**config.mk**
```make
export PLATFORM = sky130hd
export DESIGN_NAME = settings_block_validator
export DESIGN_NICKNAME = d
export VERILOG_FILES = /design/src/hdl/sbv_pkg.sv /design/src/hdl/sbv_front.sv /design/src/hdl/sbv_queue.sv /design/src/hdl/sbv_back.sv /design/src/hdl/settings_block_validator.sv
export SDC_FILE = /design/constraint.sdc
export NUM_CORES = 1
export LEC_CHECK = 0
export BUFFER_PORTS_ARGS = -buffer_cell sky130_fd_sc_hd__buf_2
export CAP_MARGIN = 20
export CORE_AREA = 2 2 167 169
export CTS_CLUSTER_DIAMETER = 200
export DETAILED_ROUTE_END_ITERATION = 10
export DIE_AREA = 0 0 169 171
export GPL_TIMING_DRIVEN = 0
export PLACE_DENSITY = 0.69
export SYNTH_ARGS = -nofsm -noshare
export SYNTH_HDL_FRONTEND = slang
export SYNTH_SLANG_ARGS = --single-unit
```
**constraint.sdc**
```tcl
create_clock -name clk_i -period 6.2 [get_ports clk_i]
set_clock_uncertainty 0.15 [all_clocks]
set_input_delay 0.62 -clock clk_i [delete_from_list [all_inputs] [get_ports clk_i]]
set_output_delay 0.62 -clock clk_i [all_outputs]
set_load 0.05 [all_outputs]
```
**src/hdl/sbv_pkg.sv**
```systemverilog
// Shared types and constants for the settings block validator.
`default_nettype none

package sbv_pkg;

  localparam int unsigned HEADER_OFFSET = 32'h000CA;
  localparam int unsigned SIZE_W = 17;
  localparam logic [SIZE_W-1:0] BLOCK_SIZE_RESET = 17'h10000;
  localparam int unsigned POS_W = 17;
  localparam logic [31:0] MIN_LENGTH = 32'd8;
  localparam int unsigned QUEUE_DEPTH = 2;

  typedef enum logic [1:0] {
    STATUS_VALID     = 2'd0,
    STATUS_TOO_LONG  = 2'd1,
    STATUS_TOO_SHORT = 2'd2,
    STATUS_BAD_SUM   = 2'd3
  } status_e;

  typedef enum logic [1:0] {
    OP_ACCUM,
    OP_REPORT,
    OP_FINISH
  } op_kind_e;

  typedef struct packed {
    logic [7:0] data_byte;
    logic       block_start;
  } in_item_t;

  typedef struct packed {
    logic [1:0]  status;
    logic [31:0] block_length;
  } out_item_t;

  typedef struct packed {
    op_kind_e    kind;
    status_e     status;
    logic        clear;
    logic [1:0]  lane;
    logic [7:0]  data_byte;
    logic [31:0] block_length;
  } op_t;

endpackage

`default_nettype wire

```
**src/hdl/sbv_front.sv**
```systemverilog
// Front end: tracks block framing, reads the header and classifies each byte.
`default_nettype none

module sbv_front #(
  parameter int unsigned HeaderOffset = sbv_pkg::HEADER_OFFSET
) (
  input  wire logic                        clk_i,
  input  wire logic                        rst_ni,
  input  wire logic                        in_valid_i,
  input  wire sbv_pkg::in_item_t           in_item_i,
  output logic                             in_stall_o,
  input  wire logic                        cfg_valid_i,
  input  wire logic [sbv_pkg::SIZE_W-1:0]  cfg_data_i,
  output logic                             cfg_ready_o,
  input  wire logic                        queue_full_i,
  output logic                             op_valid_o,
  output sbv_pkg::op_t                     op_o
);
  import sbv_pkg::*;

  typedef enum logic [1:0] {
    PH_IDLE,
    PH_HEADER,
    PH_BODY
  } phase_e;

  phase_e              phase_q, phase_d, phase_cur;
  logic [POS_W-1:0]    pos_q, pos_d, pos_cur, pos_next;
  logic [31:0]         len_q, len_d, len_cur, len_hdr;
  logic [SIZE_W-1:0]   block_size_q;
  logic [32:0]         len_sum;
  logic                too_long;
  logic                accept;

  assign in_stall_o  = queue_full_i;
  assign cfg_ready_o = 1'b1;

  always_comb begin
    accept    = in_valid_i && !queue_full_i;
    phase_cur = in_item_i.block_start ? PH_HEADER : phase_q;
    pos_cur   = in_item_i.block_start ? '0 : pos_q;
    len_cur   = in_item_i.block_start ? '0 : len_q;
    pos_next  = pos_cur + POS_W'(1);
    len_hdr   = (phase_cur == PH_HEADER) ? {len_cur[23:0], in_item_i.data_byte} : len_cur;
    len_sum   = {1'b0, len_hdr} + 33'(HeaderOffset);
    too_long  = len_sum > 33'(block_size_q);

    phase_d    = phase_q;
    pos_d      = pos_q;
    len_d      = len_q;
    op_valid_o = 1'b0;
    op_o.kind         = OP_ACCUM;
    op_o.status       = STATUS_VALID;
    op_o.clear        = in_item_i.block_start;
    op_o.lane         = pos_cur[1:0];
    op_o.data_byte    = in_item_i.data_byte;
    op_o.block_length = len_hdr;

    if (accept && phase_cur != PH_IDLE) begin
      op_valid_o = 1'b1;
      pos_d      = pos_next;
      len_d      = len_hdr;
      phase_d    = phase_cur;
      case (phase_cur)
        PH_HEADER: begin
          if (pos_cur == POS_W'(3)) begin
            if (too_long) begin
              op_o.kind   = OP_REPORT;
              op_o.status = STATUS_TOO_LONG;
              phase_d     = PH_IDLE;
            end else if (len_hdr < MIN_LENGTH) begin
              op_o.kind   = OP_REPORT;
              op_o.status = STATUS_TOO_SHORT;
              phase_d     = PH_IDLE;
            end else begin
              phase_d = PH_BODY;
            end
          end
        end
        PH_BODY: begin
          if (32'(pos_next) == len_hdr) begin
            op_o.kind = OP_FINISH;
            phase_d   = PH_IDLE;
          end
        end
        default: begin
        end
      endcase
    end
  end

  always_ff @(posedge clk_i or negedge rst_ni) begin
    if (!rst_ni) begin
      phase_q      <= PH_IDLE;
      pos_q        <= '0;
      len_q        <= '0;
      block_size_q <= BLOCK_SIZE_RESET;
    end else begin
      phase_q <= phase_d;
      pos_q   <= pos_d;
      len_q   <= len_d;
      if (cfg_valid_i) begin
        block_size_q <= cfg_data_i;
      end
    end
  end

endmodule

`default_nettype wire

```
**src/hdl/sbv_queue.sv**
```systemverilog
// Short first-in first-out queue of classified operations.
`default_nettype none

module sbv_queue (
  input  wire logic         clk_i,
  input  wire logic         rst_ni,
  input  wire logic         push_i,
  input  wire sbv_pkg::op_t push_op_i,
  output logic              full_o,
  input  wire logic         pop_i,
  output logic              not_empty_o,
  output sbv_pkg::op_t      pop_op_o
);
  import sbv_pkg::*;

  localparam int unsigned PtrW = (QUEUE_DEPTH > 1) ? $clog2(QUEUE_DEPTH) : 1;
  localparam int unsigned CntW = $clog2(QUEUE_DEPTH + 1);

  op_t             slots_q [QUEUE_DEPTH];
  logic [PtrW-1:0] wr_ptr_q, rd_ptr_q;
  logic [CntW-1:0] count_q;
  logic            do_push, do_pop;

  assign full_o      = (count_q == CntW'(QUEUE_DEPTH));
  assign not_empty_o = (count_q != '0);
  assign pop_op_o    = slots_q[rd_ptr_q];
  assign do_push     = push_i && !full_o;
  assign do_pop      = pop_i && not_empty_o;

  always_ff @(posedge clk_i) begin
    if (do_push) begin
      slots_q[wr_ptr_q] <= push_op_i;
    end
  end

  always_ff @(posedge clk_i or negedge rst_ni) begin
    if (!rst_ni) begin
      wr_ptr_q <= '0;
      rd_ptr_q <= '0;
      count_q  <= '0;
    end else begin
      if (do_push) begin
        wr_ptr_q <= (wr_ptr_q == PtrW'(QUEUE_DEPTH - 1)) ? '0 : wr_ptr_q + PtrW'(1);
      end
      if (do_pop) begin
        rd_ptr_q <= (rd_ptr_q == PtrW'(QUEUE_DEPTH - 1)) ? '0 : rd_ptr_q + PtrW'(1);
      end
      if (do_push && !do_pop) begin
        count_q <= count_q + CntW'(1);
      end else if (do_pop && !do_push) begin
        count_q <= count_q - CntW'(1);
      end
    end
  end

endmodule

`default_nettype wire

```
**src/hdl/sbv_back.sv**
```systemverilog
// Back end: assembles words, keeps the running sum and registers each result item.
`default_nettype none

module sbv_back (
  input  wire logic           clk_i,
  input  wire logic           rst_ni,
  input  wire logic           op_valid_i,
  input  wire sbv_pkg::op_t   op_i,
  output logic                op_pop_o,
  output logic                out_valid_o,
  output sbv_pkg::out_item_t  out_item_o,
  input  wire logic           out_stall_i
);
  import sbv_pkg::*;

  logic [31:0] wa_q, wa_d, sum_q, sum_d;
  logic [31:0] wa_base, sum_base, word, addend, total;
  logic        out_valid_q, out_valid_d;
  out_item_t   out_q, out_d;

  assign out_valid_o = out_valid_q;
  assign out_item_o  = out_q;

  always_comb begin
    op_pop_o = op_valid_i && (!out_valid_q || !out_stall_i);
    wa_base  = op_i.clear ? '0 : wa_q;
    sum_base = op_i.clear ? '0 : sum_q;
    word     = '0;
    case (op_i.lane)
      2'd0:    word = {16'd0, op_i.data_byte, 8'd0};
      2'd1:    word = (wa_base << 16) | {8'd0, op_i.data_byte, 16'd0};
      2'd2:    word = wa_base | {16'd0, op_i.data_byte, 8'd0};
      default: word = wa_base | {24'd0, op_i.data_byte};
    endcase
    // A completed word goes into the sum; otherwise the partial word only joins the total.
    addend = word;
    total  = sum_base + addend;
    if (op_i.lane == 2'd3) begin
      wa_d  = '0;
      sum_d = total;
    end else begin
      wa_d  = word;
      sum_d = sum_base;
    end

    out_valid_d = out_valid_q && out_stall_i;
    out_d       = out_q;
    if (op_pop_o && op_i.kind != OP_ACCUM) begin
      out_valid_d        = 1'b1;
      out_d.block_length = op_i.block_length;
      if (op_i.kind == OP_FINISH) begin
        out_d.status = (total == '1) ? STATUS_VALID : STATUS_BAD_SUM;
      end else begin
        out_d.status = op_i.status;
      end
    end
  end

  always_ff @(posedge clk_i or negedge rst_ni) begin
    if (!rst_ni) begin
      wa_q        <= '0;
      sum_q       <= '0;
      out_valid_q <= 1'b0;
    end else begin
      out_valid_q <= out_valid_d;
      if (op_pop_o) begin
        wa_q  <= wa_d;
        sum_q <= sum_d;
      end
    end
  end

  always_ff @(posedge clk_i) begin
    out_q <= out_d;
  end

endmodule

`default_nettype wire

```
**src/hdl/settings_block_validator.sv**
```systemverilog
// Top level of the settings block validator: front end, operation queue and back end.
//
//   Channel | Direction | Handshake                | Payload
//   in      | input     | in_valid_i / in_stall_o  | in_item_i (data_byte, block_start)
//   out     | output    | out_valid_o / out_stall_i| out_item_o (status, block_length)
//   cfg     | input     | cfg_valid_i / cfg_ready_o| cfg_data_i (block_size)
//
// One byte item is accepted per cycle while the two-entry operation queue has room.
// A result item for the byte that completes or rejects a block is first written into the
// operation queue and then loaded into the output register; the back end uses a single
// adder. Reset clears the framing state, the queue and the output valid flag, and sets
// the block size to 65536. A stalled output fills the queue and then stalls input.
`default_nettype none

module settings_block_validator #(
  parameter int unsigned HeaderOffset = sbv_pkg::HEADER_OFFSET
) (
  input  wire logic                        clk_i,
  input  wire logic                        rst_ni,
  input  wire logic                        in_valid_i,
  input  wire sbv_pkg::in_item_t           in_item_i,
  output logic                             in_stall_o,
  output logic                             out_valid_o,
  output sbv_pkg::out_item_t               out_item_o,
  input  wire logic                        out_stall_i,
  input  wire logic                        cfg_valid_i,
  input  wire logic [sbv_pkg::SIZE_W-1:0]  cfg_data_i,
  output logic                             cfg_ready_o
);
  import sbv_pkg::*;

  logic queue_full, push, pop, not_empty;
  op_t  push_op, pop_op;

  sbv_front #(
    .HeaderOffset(HeaderOffset)
  ) u_front (
    .clk_i       (clk_i),
    .rst_ni      (rst_ni),
    .in_valid_i  (in_valid_i),
    .in_item_i   (in_item_i),
    .in_stall_o  (in_stall_o),
    .cfg_valid_i (cfg_valid_i),
    .cfg_data_i  (cfg_data_i),
    .cfg_ready_o (cfg_ready_o),
    .queue_full_i(queue_full),
    .op_valid_o  (push),
    .op_o        (push_op)
  );

  sbv_queue u_queue (
    .clk_i      (clk_i),
    .rst_ni     (rst_ni),
    .push_i     (push),
    .push_op_i  (push_op),
    .full_o     (queue_full),
    .pop_i      (pop),
    .not_empty_o(not_empty),
    .pop_op_o   (pop_op)
  );

  sbv_back u_back (
    .clk_i      (clk_i),
    .rst_ni     (rst_ni),
    .op_valid_i (not_empty),
    .op_i       (pop_op),
    .op_pop_o   (pop),
    .out_valid_o(out_valid_o),
    .out_item_o (out_item_o),
    .out_stall_i(out_stall_i)
  );

endmodule

`default_nettype wire
```
==> impl_metrics.ini <==
[run_status]
status = finished with violations
violations = negative hold slack

[floorplanning]
die-width_um = 169
fp-row-count = 61
io_pins = 68
core_area_mm2 = 0.0273
die_area_mm2 = 0.0289
die_h_um = 171
start_util = 0.540

[layout]
final_nets = 1618
fin_util = 0.610
syn2layout_area_growth_pct = 13.0
layout-drive-gt1-share = 0.139
insertedDiodeCount = 0

[global_routing]
met2_usage = 0.454
use_met1 = 0.362
antenna_found_initial = 1
grt_pass1_vias = 11100
track_usage = 0.274
grt_first_pass_wirelength_um = 61500
grt_use_met3 = 0.0416
busiest_layer = met2
grt_max_degree = 76
overflow = 0

[critical_path]
crit_buf_inv = 11
r2r_end = u_back.out_item_o[32]
timing.rr.start = u_queue.rd_ptr_q
cp-start-kind = input pin
slowest_delay_ps = 300
crit_slowest_cell = and4_1
path_max_fanout = 19
cp.depth = 28
endpoint = u_queue.slots_q[1][45]
cp_data_arrival_time_ps = 6070
startpoint = in_item_i[0]
crit_path_frequent_cell = a21o_1
r2r_slack_ps = 270
cp_top_family = compound AO/OA/AOI/OAI gates
crit_path_end_kind = register
criticalPathCategory = in2reg
reg2regPathDepth = 18
cp.required_ps = 6340

[logic_synthesis]
synth-main-ff-cell = dfrtp_1
avgSynthCellArea_um2 = 10.3
yosys-top-cells-area = edfxtp_1, dfrtp_1, nand2_1
ys_types = 89
yosysSeqAreaShare = 0.493
synthTopCellsByCount = nand2_1, dfrtp_1, edfxtp_1
ys_ff_latch = 265
synth_edf_count = 128
syn-num-nets = 1515
yosys.area.top_type = edfxtp_1
synth_area_mm2 = 0.0148
netlist_instances = 1429
async_flop_share = 0.517
yosysWarningCount = 0
synth.most_common_cell = nand2_1
synth_top_area_frac = 0.261

[sta]
slew_viol_final = 0
tightest_slew_ps = 865
finalHoldViolations = 12
period_share = 0.957
setup_viol = 0
setup_slack_ps = 266
layout_min_cycle_time_ps = 5930
rsz0062_at_grt = no
fmax_mhz = 169
timing.hold.ws_ps = -32.5
slew_headroom = 0.423

[placement]
gp_congestion = 0.939
preCtsSetupSlack_ps = -1940
io_buffer_count = 66
dpl.hpwl_um = 28900

[power_and_ir_drop]
peakVddDrop_v = 0.000222
p_switching_mw = 3.47
cellLeakagePower_nw = 7.06
p_comb_frac = 0.445
p_clk_frac = 0.213
internal_power_mw = 4.68
power.total_mw = 8.15
sw_frac_of_total = 0.426
power_density_mw_per_mm2 = 489
power_frac_seq = 0.343

[clock_tree]
cts.sinks = 265
clk_pin_slew_ps = 60
clockBufferDepth = 3
cts_root_buf = clkbuf_16
cts_max_level = 1
clk_latency_ps = 550
cts_buffers = 29
cts_tree = done

[drt]
ant_nets = 0
wl_per_cell_um = 20.8
drtIter0Drc = 1151
via_count = 11600
routed_wl_um = 39600
drc_errors = 0
via_per_inst = 6.13
drt_pass1_iterations = 8

[flow_run]
drv_cap = 0

[hold_path]
hp-class = in2async
## power groups by stage
stage | Combinational, mW | Clock [mW] | Sequential (mW)
after CTS | 3.59 | 1.76 | 2.78
final | 3.62 | 1.73 | 2.79
after global routing | 3.91 | 1.83 | 2.84
after floorplan | 2.12 | 0 | 3.18
after global placement | 3.44 | 0 | 2.83
after detailed placement | 3.56 | 0 | 2.80
## repair_timing
item	in CTS	in global routing
gates resized for setup	13	8
hold buffers	0	0
setup buffers	1	1
pin swaps	1	3
setup endpoints to repair	7	9
## worst min-delay path by stage
stage,start,depth (start not counted),end,slack [ps]
6_report,rst_ni,1,u_back.sum_q[25],-30
5_1_grt,rst_ni,1,u_back.sum_q[25],40
4_1_cts,rst_ni,1,u_back.sum_q[25],8
2_1_floorplan,rst_ni,0,u_back.out_valid_o,170
3_3_place_gp,u_back.sum_q[23],2,u_back.sum_q[23],310
3_5_place_dp,u_back.sum_q[21],2,u_back.sum_q[21],310
## registers in the layout, summed over array words and instances (netlist names)
signal and flops:
u_queue.slots_q 94, u_back.out_item_o 34, u_back.sum_q 32, u_back.wa_q 32, u_front.len_q 32, u_front.block_size_q 17, u_front.pos_q 17, u_front.phase_q 2
u_queue.count_q 2, u_back.out_valid_o 1, u_queue.rd_ptr_q 1, u_queue.wr_ptr_q 1
## placed cells by master, fill, tap and decap left out, types with 7 or more instances in the layout
cell type / n
a211oi_1: 9
a21o_1: 19
a21oi_1: 70
a22o_1: 52
a22oi_1: 16
and2_1: 40
and3_1: 7
buf_1: 9
buf_2: 69
buf_4: 9
clkbuf_1: 48
clkbuf_16: 29
dfrtp_1: 136
edfxtp_1: 128
ha_1: 53
inv_1: 35
mux2_2: 45
mux2i_1: 30
nand2_1: 206
nand2b_1: 13
nand3_1: 30
nand3b_1: 11
nand4_1: 19
nor2_1: 85
nor2b_1: 23
nor3_1: 22
nor4_1: 13
o21a_1: 12
o21ai_0: 88
xnor2_1: 41
xor2_1: 33
## metal layers
layer / up-vias / part of all wire
met2: 494 / 0.48
met3: 106 / 0.069
li1: 5413 / -
met5: - / 0.00033
met4: 2 / 0.043
met1: 5630 / 0.41
## metrics by stage
stage               area (um^2)  hold slack (ps)  setup TNS [ps]  instances
global placement          15500              305         -125180       1841
CTS                       16600             7.77               0       1899
global route              16700             36.1               0       1900
finish                    16700            -32.5               0       1900
detailed placement        15700              314          -12960       1847
floorplan                 14800              174               0       1429
## kinds of logic after synthesis
group                      Yosys count  synth area share
and+or+nand+nor                    505             0.167
AOI/OAI and AO/OA                  342             0.159
DFF                                265             0.493
buffers and inverters              109            0.0315
muxes                               77            0.0572
xor gates and xnor gates            75            0.0450
adders and majority gates           55            0.0472
other                                1          0.000254
## cell type report
type / count / area (um^2)
repair buffers: 74 / 457
plain buffers: 70 / 352
well taps: 346 / 433
inverters: 37 / 139
clock inverters: 19 / 204
fillers: 2242 / 10700
flip-flops and latches: 265 / 7270
multi-input cells: 1055 / 7070
clock buffers: 34 / 744
Power figures use the tool's default switching activity.
